**src/rtl/sba_ram.sv**
```systemverilog
`default_nettype none
// ----------------------------------------------------------------------------
// Generic single-port RAM
// One write or one registered read per cycle.
// ----------------------------------------------------------------------------
module sba_ram #(
    parameter int WIDTH = 8,
    parameter int DEPTH = 16
) (
    input  wire logic                     i_clk,
    input  wire logic                     i_we,
    input  wire logic                     i_re,
    input  wire logic [$clog2(DEPTH)-1:0] i_addr,
    input  wire logic [WIDTH-1:0]         i_wdata,
    output logic      [WIDTH-1:0]         o_rdata
);

    logic [WIDTH-1:0] r_mem [DEPTH];
    logic [WIDTH-1:0] r_rdata;

    // Write and registered read.
    always_ff @(posedge i_clk) begin
        if (i_we) begin
            r_mem[i_addr] <= i_wdata;
        end
        if (i_re) begin
            r_rdata <= r_mem[i_addr];
        end
    end

    assign o_rdata = r_rdata;

endmodule

`default_nettype wire

```
**config.mk**
```make
export PLATFORM = sky130hd
export DESIGN_NAME = sba_ram
export DESIGN_NICKNAME = d
export VERILOG_FILES = /design/src/rtl/sba_ram.sv
export SDC_FILE = /design/constraint.sdc
export NUM_CORES = 1
export LEC_CHECK = 0
export BUFFER_PORTS_ARGS = -buffer_cell sky130_fd_sc_hd__buf_2
export CORE_ASPECT_RATIO = 1.5
export CORE_MARGIN = 4
export CORE_UTILIZATION = 65
export CTS_CLUSTER_DIAMETER = 100
export DETAILED_ROUTE_END_ITERATION = 12
export PLACE_DENSITY = 0.84
export SLEW_MARGIN = 25
export SYNTH_ARGS = -nofsm -noshare
export SYNTH_HDL_FRONTEND = slang
export SYNTH_SLANG_ARGS = --single-unit
```
**constraint.sdc**
```tcl
create_clock -name i_clk -period 3.9 [get_ports i_clk]
set_input_delay 0.78 -clock i_clk [delete_from_list [all_inputs] [get_ports i_clk]]
set_output_delay 0.78 -clock i_clk [all_outputs]
set_load 0.01 [all_outputs]
```
==> reports/results.tsv <==
metric	value	unit
synth-async-reset-ratio	0	%
layout_min_cycle_time	2420	ps
gp_routability_congestion	0.806	
grt_max_degree	40	
diodes	0	
routed_wirelength	10.5	mm
count_of_unique_library_cells_instantiated_by_yosys	17	
detailroute.via_count	2518	
final.period_utilization	62.0	%
floorplan.die_area	9440	sq um
placement_rows	39	
yosys-top-cells-area	edfxtp_1, mux4_2, a22oi_1	
outcome	complete, no violations	
setup_viol_count_final	0	
min_path_cells	1	
wl_per_cell	27.4	um
source_to_sink_clock_delay_at_the_later_pin_of_the_worst_skew_pair	410	ps
crit_path_end_kind	flip-flop	
yosysWarningCount	0	
first_global_vias	2626	
power.leakage	1.96	nW
critPathBufInv	1	
finish.net_count	284	
firstDrtPassIters	5	
synthTopCellsByCount	edfxtp_1, mux4_2, a22oi_1, nor2_1, nand2_1	
post_synth_instance_area	5150	sq um
cts.path.max_buffers	2	
worst_hold_path_type	primary input to flip-flop	
synthDominantAreaCellType	edfxtp_1	
cts.clk_slew.worst_paths	50	ps
vias_per_cell	6.56	
timing.max_cap.violations	0	
pwr_density_cell	550	nW/um^2
cts_inserted_buffers	17	
synth_top_cell_area_share	79.3	%
total_grt_overflow	0	
synthMostInstantiatedCell	edfxtp_1	
design.portCount	23	
crit_path_start_kind	primary input	
timing.reg2reg.worst_path_depth	3	
grt_first_pass_wirelength	16.0	mm
cts_resized	0	
report.final.slew_viol_count	0	
dp.final_hpwl	6.06	mm
final-instance-count-excl-fill	384	
hold_viol_final	0	
cp.depth	3	
cp_slowest_stage_delay	710	ps
grt_setup_unrepaired	false	
horizontal_die_dimension	80.7	um
worstSetupPathType	primary input to flip-flop	
antenna_violations_before_repair	0	
syn_to_final_growth	15.5	%
clock_skew	13.0	ps
total_of_buffers_placed_on_input_and_output_ports	22	
cts_root_buf	clkbuf_16	
final_layout_size_suffix_gt1_share	32.3	%
synth_area_per_cell	22.4	sq um
cp.arrival	2450	ps
synth-main-ff-cell	edfxtp_1	
highest_fanout_seen_on_the_critical_path	39	
cell_with_the_biggest_individual_delay_on_the_critical_path	buf_2	
first_iter_violations	354	
tightestPinTransition	949	ps
crit_required	3930	ps
ant_nets	0	
max_clock_freq	0.413	GHz
floorplan.die.height	117	um
yosysSeqAreaShare	79.3	%
cts_tree	built	
relSlewSlack	36.8	%
place_inst	352	
ffs_latches_synth	136	
cts.sinks	136	
cts_htree_levels	4	
postCtsHoldBufs	0	
setup_total_negative_slack	0	ps
grt_usage	25.4	%
synth_edf_count	136	
cts_post_setup_buffers_inserted	0	
synthesis.instances	230	
initial_utilization	67.2	%
cpLargestDelayFamily	simple AND/OR/NAND/NOR gates	
remaining_drc_errors	0	
postSynthNetCount	245	
core_area	7660	sq um
ir_worst_vdd	519	uV
cp_cell_sequence	buf_2 > nand2b_1 > nor2_1	
-- through the flow --
stage	hold WS (ps)	area [sq um]	power, mW	utilization (%)	worst slack, ps
2_1_floorplan	710	5150	1.77	-	1630
3_3_place_gp	731	5390	1.83	70.4	909
3_5_place_dp	744	5400	1.84	70.5	1080
4_1_cts	705	5940	3.29	77.6	1470
5_1_grt	711	5940	3.37	77.6	1340
6_report	706	5940	3.27	77.6	1480
-- flip-flops by register name, summed over array words and instances, names as in the netlist --
signal / count
o_rdata: 8
r_mem: 128
-- final timing paths --
| check | startpoint | to | slack, ps |
|---|---|---|---|
| worst max-delay path | i_addr[1] | r_mem[6][3]$_DFFE_PP_ | 1480 |
| worst min-delay path | i_re | o_rdata[0]$_DFFE_PP_ | 710 |
| worst max register to register | r_mem[6][7]$_DFFE_PP_ | o_rdata[7]$_DFFE_PP_ | 2330 |
| worst min register to register | r_mem[12][0]$_DFFE_PP_ | o_rdata[0]$_DFFE_PP_ | 760 |
-- final cells by class --
cell class                 instances  area [sq um]
clock inverter                    14           114
timing repair buffer              31           180
fill                             379          1720
tap                              102           128
sequential                       136          4080
multi-input combinational         83          1010
clock buffer                      18           429
-- power breakdown --
part	switching (mW)	internal, mW
registers	0.00978	1.65
clock network	0.542	0.918
logic	0.0925	0.0595
-- logic make-up (layout without fill, tap and decap cells) --
| kind of cell | Yosys count | count (layout) | share of synthesized area, % |
|---|---|---|---|
| multiplexers | 32 | 32 | 14.0 |
| flip-flops | 136 | 136 | 79.3 |
| buffers and inverters | 11 | 63 | 1.17 |
| AO/OA/AOI/OAI | 16 | 16 | 2.33 |
| AND/OR/NAND/NOR | 35 | 35 | 3.16 |
-- layer usage --
layer | part of all wire (%) | vias up | GRT usage, % | wire length [um]
li1 | - | 1045 | - | -
met1 | 37 | 1311 | 32.9 | 3890
met2 | 53 | 135 | 39.7 | 5600
met3 | 6.1 | 27 | 6.43 | 642
met4 | 3.5 | 0 | 14.3 | 371
met5 | 0 | - | 0 | 0
-- layout by cell type, fill, tap and decap left out --
master / instances
clkbuf_1: 1
nor2_1: 13
clkinv_2: 7
nand3b_1: 2
and2_1: 1
clkbuf_16: 17
nand3_1: 1
clkinv_1: 5
nor2b_1: 2
bufinv_16: 2
edfxtp_1: 136
a22oi_1: 16
nand2_1: 9
nor3_2: 1
mux4_2: 32
buf_2: 21
nor3_1: 3
nand2b_1: 2
or3b_2: 1
buf_4: 10
No activity file was read; power rests on OpenSTA's default activity.
